==> src/hw/rtl/srt_pkg.sv <==
// shared types, constants and control structs for the sorted record table
package srt_pkg;

    localparam int TABLE_DEPTH = 64;
    localparam int IDX_W       = $clog2(TABLE_DEPTH);
    localparam int COUNT_W     = 7;
    localparam int KEY_W       = 32;
    localparam int SAL_W       = 32;
    localparam int TEXT_W      = 64;
    localparam int REC_W       = KEY_W + SAL_W + 3 * TEXT_W;

    typedef struct packed {
        logic signed [KEY_W-1:0] key;
        logic signed [SAL_W-1:0] salary;
        logic [TEXT_W-1:0]       first;
        logic [TEXT_W-1:0]       last;
        logic [TEXT_W-1:0]       dept;
    } record_t;

    typedef enum logic [1:0] {
        ST_DONE    = 2'd0,
        ST_FULL    = 2'd1,
        ST_MISSING = 2'd2,
        ST_ENTRY   = 2'd3
    } status_t;

    typedef enum logic [1:0] {
        REQ_INSERT = 2'd0,
        REQ_DELETE = 2'd1,
        REQ_DUMP   = 2'd2
    } req_type_t;

    typedef enum logic [1:0] {
        RD_PTR,
        RD_PREV,
        RD_NEXT
    } rd_sel_t;

    typedef enum logic [3:0] {
        S_IDLE,
        S_DISPATCH,
        S_SRCH_RD,
        S_SRCH_CMP,
        S_INS_RD,
        S_INS_WR,
        S_INS_NEW,
        S_DEL_RD,
        S_DEL_WR,
        S_DUMP_RD,
        S_DUMP_OUT,
        S_RES_DONE,
        S_RES_FULL,
        S_RES_MISS
    } state_t;

    typedef struct packed {
        logic    load_req;
        logic    rd_en;
        rd_sel_t rd_sel;
        logic    wr_en;
        logic    wr_new;
        logic    mark_pos;
        logic    ptr_inc;
        logic    ptr_dec;
        logic    fill_inc;
        logic    fill_dec;
        logic    out_load;
        status_t out_code;
    } ctrl_cmd_t;

    typedef struct packed {
        req_type_t req;
        logic      full;
        logic      empty;
        logic      ptr_at_fill;
        logic      ptr_at_pos;
        logic      ptr_next_last;
        logic      key_less;
        logic      key_eq;
        logic      out_free;
    } dp_status_t;

endpackage

==> src/hw/rtl/srt_ctrl.sv <==
// controller state machine sequencing search, shift, dump and result steps
module srt_ctrl import srt_pkg::*; (
    input  logic       clk,
    input  logic       rst_n,
    input  logic       in_valid,
    output logic       in_ready,
    input  dp_status_t stat,
    output ctrl_cmd_t  cmd
);

    state_t state_reg;
    state_t state_next;
    logic   is_insert;

    assign is_insert = (stat.req == REQ_INSERT);

    always_ff @(posedge clk or negedge rst_n)
    begin
        if (!rst_n)
        begin
            state_reg <= S_IDLE;
        end
        else
        begin
            state_reg <= state_next;
        end
    end

    always_comb
    begin
        state_next = state_reg;
        case (state_reg)
            S_IDLE:
            begin
                if (in_valid)
                begin
                    state_next = S_DISPATCH;
                end
            end
            S_DISPATCH:
            begin
                case (stat.req)
                    REQ_INSERT: state_next = stat.full ? S_RES_FULL : S_SRCH_RD;
                    REQ_DELETE: state_next = S_SRCH_RD;
                    REQ_DUMP:   state_next = stat.empty ? S_RES_DONE : S_DUMP_RD;
                    default:    state_next = S_RES_DONE;
                endcase
            end
            S_SRCH_RD:
            begin
                if (stat.ptr_at_fill)
                begin
                    state_next = is_insert ? S_INS_RD : S_RES_MISS;
                end
                else
                begin
                    state_next = S_SRCH_CMP;
                end
            end
            S_SRCH_CMP:
            begin
                if (stat.key_less)
                begin
                    state_next = S_SRCH_RD;
                end
                else if (is_insert)
                begin
                    state_next = S_INS_RD;
                end
                else
                begin
                    state_next = stat.key_eq ? S_DEL_RD : S_RES_MISS;
                end
            end
            S_INS_RD:   state_next = stat.ptr_at_pos ? S_INS_NEW : S_INS_WR;
            S_INS_WR:   state_next = S_INS_RD;
            S_INS_NEW:  state_next = S_RES_DONE;
            S_DEL_RD:   state_next = stat.ptr_next_last ? S_RES_DONE : S_DEL_WR;
            S_DEL_WR:   state_next = S_DEL_RD;
            S_DUMP_RD:  state_next = S_DUMP_OUT;
            S_DUMP_OUT:
            begin
                if (stat.out_free)
                begin
                    state_next = stat.ptr_next_last ? S_IDLE : S_DUMP_RD;
                end
            end
            S_RES_DONE, S_RES_FULL, S_RES_MISS:
            begin
                if (stat.out_free)
                begin
                    state_next = S_IDLE;
                end
            end
            default:    state_next = S_IDLE;
        endcase
    end

    always_comb
    begin
        cmd          = '0;
        cmd.rd_sel   = RD_PTR;
        cmd.out_code = ST_DONE;
        in_ready     = 1'b0;
        case (state_reg)
            S_IDLE:
            begin
                in_ready     = 1'b1;
                cmd.load_req = in_valid;
            end
            S_SRCH_RD:
            begin
                if (stat.ptr_at_fill)
                begin
                    cmd.mark_pos = is_insert;
                end
                else
                begin
                    cmd.rd_en  = 1'b1;
                    cmd.rd_sel = RD_PTR;
                end
            end
            S_SRCH_CMP:
            begin
                if (stat.key_less)
                begin
                    cmd.ptr_inc = 1'b1;
                end
                else
                begin
                    cmd.mark_pos = is_insert;
                end
            end
            S_INS_RD:
            begin
                if (!stat.ptr_at_pos)
                begin
                    cmd.rd_en  = 1'b1;
                    cmd.rd_sel = RD_PREV;
                end
            end
            S_INS_WR:
            begin
                cmd.wr_en   = 1'b1;
                cmd.ptr_dec = 1'b1;
            end
            S_INS_NEW:
            begin
                cmd.wr_en    = 1'b1;
                cmd.wr_new   = 1'b1;
                cmd.fill_inc = 1'b1;
            end
            S_DEL_RD:
            begin
                if (stat.ptr_next_last)
                begin
                    cmd.fill_dec = 1'b1;
                end
                else
                begin
                    cmd.rd_en  = 1'b1;
                    cmd.rd_sel = RD_NEXT;
                end
            end
            S_DEL_WR:
            begin
                cmd.wr_en   = 1'b1;
                cmd.ptr_inc = 1'b1;
            end
            S_DUMP_RD:
            begin
                cmd.rd_en  = 1'b1;
                cmd.rd_sel = RD_PTR;
            end
            S_DUMP_OUT:
            begin
                cmd.out_code = ST_ENTRY;
                if (stat.out_free)
                begin
                    cmd.out_load = 1'b1;
                    cmd.ptr_inc  = !stat.ptr_next_last;
                end
            end
            S_RES_DONE:
            begin
                cmd.out_code = ST_DONE;
                cmd.out_load = stat.out_free;
            end
            S_RES_FULL:
            begin
                cmd.out_code = ST_FULL;
                cmd.out_load = stat.out_free;
            end
            S_RES_MISS:
            begin
                cmd.out_code = ST_MISSING;
                cmd.out_load = stat.out_free;
            end
            default:
            begin
                cmd.out_code = ST_DONE;
            end
        endcase
    end

endmodule

==> config.mk <==
export PLATFORM = sky130hd
export DESIGN_NAME = srt_ctrl
export DESIGN_NICKNAME = d
export VERILOG_FILES = /design/src/hw/rtl/srt_pkg.sv /design/src/hw/rtl/srt_ctrl.sv
export SDC_FILE = /design/constraint.sdc
export NUM_CORES = 1
export LEC_CHECK = 0
export BUFFER_PORTS_ARGS = -buffer_cell sky130_fd_sc_hd__clkbuf_2
export CAP_MARGIN = 0
export CORE_UTILIZATION = 42
export CTS_CLUSTER_SIZE = 10
export DETAILED_ROUTE_END_ITERATION = 16
export PLACE_DENSITY_LB_ADDON = 0.15
export SYNTH_ARGS = -nofsm -noshare
export SYNTH_HDL_FRONTEND = slang
export SYNTH_SLANG_ARGS = --single-unit
==> constraint.sdc <==
create_clock -name clk -period 1.1 [get_ports clk]
set_input_delay 0.055 -clock clk [delete_from_list [all_inputs] [get_ports clk]]
set_output_delay 0.055 -clock clk [all_outputs]
set_load 0.02 [all_outputs]
==> results of run 1 <==
stage by stage:
stage	utilization	setup TNS (ns)	setup slack [ns]	instances	area (sq um)
after CTS	0.8883	-6.303	-0.4594	163	1354
after floorplan	-	-0.5236	-0.1021	92	785.8
after detailed placement	0.6732	-3.195	-0.2741	146	1026
after global placement	0.6732	-2.963	-0.2963	146	1026
kinds of logic after synthesis:
kind of cell | after synthesis | share of synthesized area
AOI/OAI and AO/OA | 35 | 0.4283
xor gates and xnor gates | 1 | 0.01255
buffers and inverters | 18 | 0.1541
DFF | 4 | 0.1434
muxes | 1 | 0.01434
and+or+nand+nor | 33 | 0.2473
what timing repair did:
| item | in CTS |
|---|---|
| pin swaps | 14 |
| hold buffers | 1 |
| buffers inserted | 11 |
| cloned | 1 |
| endpoints found under the setup margin | 19 |
| endpoints found under the hold margin | 4 |
| gates resized for setup | 47 |
==> impl_metrics.csv, run 1 <==
group,metric,value,unit
run_status,status,"aborted with a tool error",
run_status,haltStage,"global routing",
run_status,firstError,"[ERROR DPL-0038] Utilization greater than 100%, impossible to legalize",
logic_synthesis,synth_area,698.2,sq um
timing,grt_worst_setup_endpoint,"cmd[7]",
place,hpwl,1.758,mm
logic_synthesis,synth.most_common_cell,"nor2_1",
logic_synthesis,syn_area_per_cell,7.589,sq um
clocking,htreeDepth,1,
logic_synthesis,synth_top_cell_area_share,0.1434,
place,place_congestion,0.8945,
floorplan,die_h,42.77,microns
logic_synthesis,ys_ff_latch,4,
logic_synthesis,synthCells,92,
logic_synthesis,async_flop_share,1.000,
grt,grt_max_degree,9,
logic_synthesis,yosys-top-cells-count,"14 x nor2_1, 9 x inv_1, 7 x a21oi_1",
timing,endpoint_type,"output port",
floorplan,io_pins,28,
floorplan,initial_utilization,0.4581,
logic_synthesis,ys.flop_type,"dfrtp_1",
floorplan,row_count,14,
logic_synthesis,yosys.area.top_type,"dfrtp_1",
clocking,clk_path_buf_depth,2,
logic_synthesis,synth_edf_count,0,
clocking,clock-sinks,4,
logic_synthesis,yosys_warnings,0,
logic_synthesis,synthTopCellsByArea,"dfrtp_1 14%, nor2_1 7.5%, buf_6 6.5%, a21oi_1 5.0%, inv_1 4.8%",
place,port_buffers,27,
clocking,cts-buffers-inserted,3,
clocking,cts_root_buffer,"clkbuf_4",
logic_synthesis,synth_seq_area_share,0.1434,
floorplan,die_w,42.77,microns
logic_synthesis,synth_cell_type_count,43,
logic_synthesis,syn-num-nets,105,
==> inputs of run 2 (changes only) <==
--- a/config.mk
+++ b/config.mk
@@ -7,9 +7,9 @@
 export LEC_CHECK = 0
 export BUFFER_PORTS_ARGS = -buffer_cell sky130_fd_sc_hd__clkbuf_2
 export CAP_MARGIN = 0
-export CORE_UTILIZATION = 42
-export CTS_CLUSTER_SIZE = 10
+export CORE_AREA = 2 2 63 65
 export DETAILED_ROUTE_END_ITERATION = 16
+export DIE_AREA = 0 0 65 67
 export PLACE_DENSITY_LB_ADDON = 0.15
 export SYNTH_ARGS = -nofsm -noshare
 export SYNTH_HDL_FRONTEND = slang
==> constraint.sdc (replaced) <==
create_clock -name clk -period 1.4 [get_ports clk]
set_input_delay 0.07 -clock clk [delete_from_list [all_inputs] [get_ports clk]]
set_output_delay 0.07 -clock clk [all_outputs]
set_load 0.02 [all_outputs]
==> run 2 against run 1 <==
Compared with the run above: the flow now finishes, with violations (negative setup slack); synthesized cell count did not move; synthesized area unchanged.
==> impl_metrics.csv, run 2 <==
group,metric,value,unit
logic_synthesis,async_flop_share,1.000,
timing,setup_viol,10,
drt,drcViolationCount,0,
floorplan,die_h,67,microns
clocking,clk_pin_slew_worst_paths,0.04,ns
drt,wire_per_inst,13.69,microns
place,hpwl,1.913,mm
logic_synthesis,synthTopCellsByArea,"dfrtp_1 14%, nor2_1 7.5%, buf_6 6.5%, a21oi_1 5.0%, inv_1 4.8%",
power_and_ir_drop,vdd_drop_max,645.4,uV
grt,grt_pass1_wl,4.133,mm
clocking,cts_root_buffer,"clkbuf_8",
critical_path,required,1.33,ns
finish,insertedDiodeCount,0,
critical_path,crit_type,"reg -> out",
worst_hold_path,hold_class,"in -> reg",
logic_synthesis,yosys.area.top_type,"dfrtp_1",
timing,fmax,663.1,MHz
finish,final_cell_mix,"28 x buf_4, 14 x clkbuf_2, 9 x nor2_1",
timing,tightest_slew,0.3176,ns
power_and_ir_drop,powerDensity,2369,nW/um^2
drt,drt_iter0_markers,33,
timing,finClkSkew,0.01160,ns
timing,finalMaxSlewViolations,0,
finish,final_area,1270,sq um
timing,grt_setup_unrepaired,"yes",
logic_synthesis,yosys-top-cells-count,"14 x nor2_1, 9 x inv_1, 7 x a21oi_1",
logic_synthesis,syn-num-nets,105,
floorplan,die_w,65,microns
finish,multi_input_comb_area,584.3,sq um
floorplan,row_count,22,
grt,antenna_found_initial,0,
clocking,clock_latency,0.23,ns
grt,grt_overflow,0,
clocking,clk_path_buf_depth,2,
clocking,cts_tree,"yes",
logic_synthesis,synthCells,92,
logic_synthesis,yosys_warnings,0,
drt,dr.pass1.iters,4,
logic_synthesis,synth_cell_type_count,43,
logic_synthesis,synth_edf_count,0,
drt,ant_nets,0,
timing,fin_crit_sh,1.077,
run_status,violations,"negative setup slack",
drt,vias,889,
drt,viasPerCell,4.654,
place,place_congestion,0.8316,
logic_synthesis,syn_area_per_cell,7.589,sq um
floorplan,io_pins,28,
finish,nets,158,
logic_synthesis,synth_area,698.2,sq um
floorplan,initial_utilization,0.1936,
logic_synthesis,synth_top_cell_area_share,0.1434,
clocking,htreeDepth,1,
logic_synthesis,ys.flop_type,"dfrtp_1",
place,dpl_cell_area,975.9,sq um
logic_synthesis,synth_seq_area_share,0.1434,
run,drv_cap,0,
finish,final_common_cell,"buf_4",
finish,utilization,0.3522,
finish,fill_cells,373,
finish,drive_gt1_frac,0.6364,
floorplan,dieArea,4355,sq um
timing,hold_violations,0,
timing,finalCriticalPeriod,1.508,ns
critical_path,arrival,1.44,ns
power_and_ir_drop,p_leak,0.5858,nW
place,port_buffers,27,
critical_path,worst_setup_path_end_kind,"output port",
timing,timing.slew.headroom,0.7882,
drt,drt_wl_total,2.614,mm
run_status,status,"finished, violations left",
finish,largest_register_ffs,4,
grt,grt_pass1_vias,855,
grt,grt_max_degree,14,
finish,area_growth_syn_to_layout,81.90,%
critical_path,cp-start-kind,"register",
logic_synthesis,synth.most_common_cell,"nor2_1",
floorplan,core_area,3606,sq um
timing,worst_slack,-0.1082,ns
logic_synthesis,ys_ff_latch,4,
finish,final-seq-area,103.9,sq um
clocking,cts-buffers-inserted,3,
critical_path,path_max_fanout,12,
place,place_ws,-0.09851,ns
timing,fin_setup_tns,-0.4912,ns
grt,grtUsageTotal,0.1264,
clocking,clock-sinks,4,
run 2: cell counts after synthesis:
No cell type changed its count.
run 2: final timing paths:
check / start / end / slack [ns] / cells after the start
min in group asynchronous: rst_n / state_reg[1] / 0.18 / 2
max in group asynchronous: rst_n / state_reg[3] / 1.06 / 2
worst min register to register: state_reg[1] / state_reg[2] / 0.72 / 2
worst max register to register: state_reg[1] / state_reg[0] / -0.09 / 6
worst max-delay path: state_reg[1] / cmd[9] / -0.11 / 5
worst min-delay path: stat[0] / state_reg[0] / 0.17 / 3
run 2: critical path: stages, from the launching register on:
cell,delay (ns)
dfrtp_1,0.42
buf_12,0.17
nand2b_1,0.16
a21oi_2,0.08
a31o_2,0.21
clkbuf_4,0.16
run 2: cell type report:
class / instances / share of cell area
Clock buffer: 3 / 0.03251
Inverter: 10 / 0.03153
Multi-Input combinational cell: 70 / 0.4601
Sequential cell: 4 / 0.08177
Tap cell: 48 / 0.04729
Timing Repair Buffer: 56 / 0.3468
run 2: cells by family after synthesis:
| kind of cell | Yosys count | share of synthesized area |
|---|---|---|
| buffers and inverters | 18 | 0.1541 |
| muxes | 1 | 0.01434 |
| DFF | 4 | 0.1434 |
| and+or+nand+nor | 33 | 0.2473 |
| AOI/OAI and AO/OA | 35 | 0.4283 |
| xor gates and xnor gates | 1 | 0.01255 |
run 2: routing by layer:
layer,routed length [microns],up-vias,track usage
met2,1312,29,0.2204
li1,-,440,-
met5,0,-,0
met4,71,0,0.07713
met3,85,7,0.01689
met1,1145,413,0.1462
run 2: where the power goes:
part,internal [mW],switching (mW)
registers,0.184,0.130
logic,1.25,1.19
clock network,0.185,0.0768
total,1.61,1.39
run 2: per-stage QoR:
stage	hold slack, ns	instances	total power, mW
finish	0.1736	191	3.008
floorplan	-0.2256	92	1.492
CTS	0.1856	185	2.759
global route	0.2013	191	3.179
detailed placement	-0.1142	176	2.127
global placement	-0.1152	176	2.153
run 2: repair_timing:
action                     4_1_cts  5_1_grt
setup buffers                    5        6
hold buffers                     1        0
setup endpoints to repair       19       16
resized for setup               39       19
pin swaps                        3        6
hold endpoints to repair         4        0
(Power assumes the default switching activity.)
==> inputs of run 3 (changes only) <==
--- a/config.mk
+++ b/config.mk
@@ -5,11 +5,11 @@
 export SDC_FILE = /design/constraint.sdc
 export NUM_CORES = 1
 export LEC_CHECK = 0
-export BUFFER_PORTS_ARGS = -buffer_cell sky130_fd_sc_hd__clkbuf_2
 export CAP_MARGIN = 0
 export CORE_AREA = 2 2 63 65
 export DETAILED_ROUTE_END_ITERATION = 16
 export DIE_AREA = 0 0 65 67
+export DONT_BUFFER_PORTS = 1
 export PLACE_DENSITY_LB_ADDON = 0.15
 export SYNTH_ARGS = -nofsm -noshare
 export SYNTH_HDL_FRONTEND = slang
==> run 3 against run 2 <==
Compared with the run above: the flow still finishes with violations (negative setup slack); total power fell by 11%; flip-flop and latch count unchanged; final area fell by 14%; worst setup slack gained 0.051 ns; critical path type unchanged; via count decreased by 13%; clock-buffer cell count is the same; clock power shrank 7%; critical path depth unchanged; global-route usage down 1.1 points; register-to-register slack gained 0.10 ns; wire length is 5.2% lower; combinational power fell by 13%.
==> impl_metrics.csv, run 3 (synthesized netlist as in run 2, its figures left out) <==
group,metric,value,unit
grt,antenna_found_initial,0,
finish,utilization,0.3022,
timing,setup_viol,5,
drt,drt_wl_total,2.477,mm
grt,grt_max_degree,22,
floorplan,dieArea,4355,sq um
timing,fmax,686.4,MHz
clocking,clk_pin_slew_worst_paths,0.03,ns
clocking,htreeDepth,1,
power_and_ir_drop,p_leak,0.4498,nW
finish,final_cell_mix,"18 x buf_4, 9 x inv_1, 8 x nor2_1",
timing,holdWs,0.03468,ns
clocking,clk_path_buf_depth,2,
grt,grt_pass1_vias,776,
finish,final_common_cell,"buf_4",
clocking,clock-sinks,4,
grt,grt_overflow,0,
timing,finalCriticalPeriod,1.457,ns
floorplan,row_count,22,
worst_hold_path,hold_class,"in -> reg",
finish,nets,127,
run_status,status,"finished, violations left",
timing,hold_violations,0,
floorplan,die_w,65,microns
timing,fin_setup_tns,-0.2370,ns
power_and_ir_drop,vdd_drop_max,471.0,uV
place,hpwl,1.839,mm
timing,worst_slack,-0.05690,ns
timing,timing.slew.headroom,0.7998,
finish,area_growth_syn_to_layout,56.09,%
timing,tightest_slew,0.3004,ns
critical_path,path_max_fanout,8,
grt,grtUsageTotal,0.1153,
clocking,clock_latency,0.22,ns
power_and_ir_drop,powerDensity,2450,nW/um^2
timing,finClkSkew,0.002236,ns
floorplan,core_area,3606,sq um
drt,dr.pass1.iters,4,
critical_path,slowest_delay,0.44,ns
floorplan,io_pins,28,
drt,wire_per_inst,15.48,microns
critical_path,arrival,1.39,ns
clocking,cts_tree,"yes",
drt,ant_nets,0,
critical_path,worst_setup_path_end_kind,"output port",
grt,grt_pass1_wl,3.774,mm
floorplan,initial_utilization,0.1936,
place,port_buffers,0,
finish,largest_register_ffs,4,
place,place_ws,0.02259,ns
run,drv_cap,0,
critical_path,cp_cell_sequence,"buf_4, nor2_2, nand2_2, inv_1, and2_2",
timing,finalMaxSlewViolations,0,
finish,drive_gt1_frac,0.5536,
floorplan,die_h,67,microns
finish,insertedDiodeCount,0,
drt,drcViolationCount,0,
power_and_ir_drop,finalPower,2.670,mW
place,place_congestion,0.7624,
clocking,cts-buffers-inserted,3,
critical_path,cp-start-kind,"register",
drt,viasPerCell,4.813,
critical_path,crit_type,"reg -> out",
critical_path,crit_slowest_cell,"dfrtp_2",
timing,grt_setup_unrepaired,"yes",
drt,drt_iter0_markers,32,
clocking,cts_root_buffer,"clkbuf_8",
timing,fin_crit_sh,1.041,
run_status,violations,"negative setup slack",
drt,vias,770,
critical_path,required,1.33,ns
[run 3: metal layers]
layer  share of wire  GRT usage  routed length, microns
met1            0.41     0.1348                    1010
met2            0.52     0.1985                    1282
met3           0.063    0.02534                     156
met4           0.011    0.05585                      27
met5               0          0                       0
[run 3: metrics by stage]
stage | cell area [sq um] | cells
CTS | 999.7 | 158
floorplan | 698.2 | 92
global placement | 858.3 | 153
global route | 1090 | 160
finish | 1090 | 160
detailed placement | 858.3 | 153
[run 3: power breakdown]
group	switching (mW)	internal, mW
clock network	0.0607	0.183
logic	1.13	0.988
registers	0.125	0.187
total	1.31	1.36
[run 3: what timing repair did]
action	4_1_cts	5_1_grt
setup buffers	1	2
resized for setup	19	16
pin swaps	1	6
endpoints found under the setup margin	12	17
cloned	0	1
hold endpoints to repair	4	0
hold buffers	1	0
[run 3: final cells by class]
class | count | area (sq um)
Fill cell | 378 | 2516
Multi-Input combinational cell | 70 | 610.6
Inverter | 10 | 37.54
Timing Repair Buffer | 25 | 235.2
Clock buffer | 3 | 41.29
Tap cell | 48 | 60.06
Sequential cell | 4 | 105.1
[run 3: worst paths after layout]
kind,start,to,slack (ns),cells after the start
worst max-delay path,state_reg[1],cmd[13],-0.06,5
worst min register to register,state_reg[1],state_reg[2],0.67,2
worst max register to register,state_reg[3],state_reg[0],0.01,5
max in group asynchronous,rst_n,state_reg[0],1.05,1
worst min-delay path,stat[0],state_reg[0],0.03,2
min in group asynchronous,rst_n,state_reg[1],0.14,1
[run 3: worst max-delay path, delay by kind of cell (launching register included)]
family | cells | cell delay (ns)
and+or+nand+nor | 3 | 0.48
DFF | 1 | 0.44
buffers and inverters | 2 | 0.26
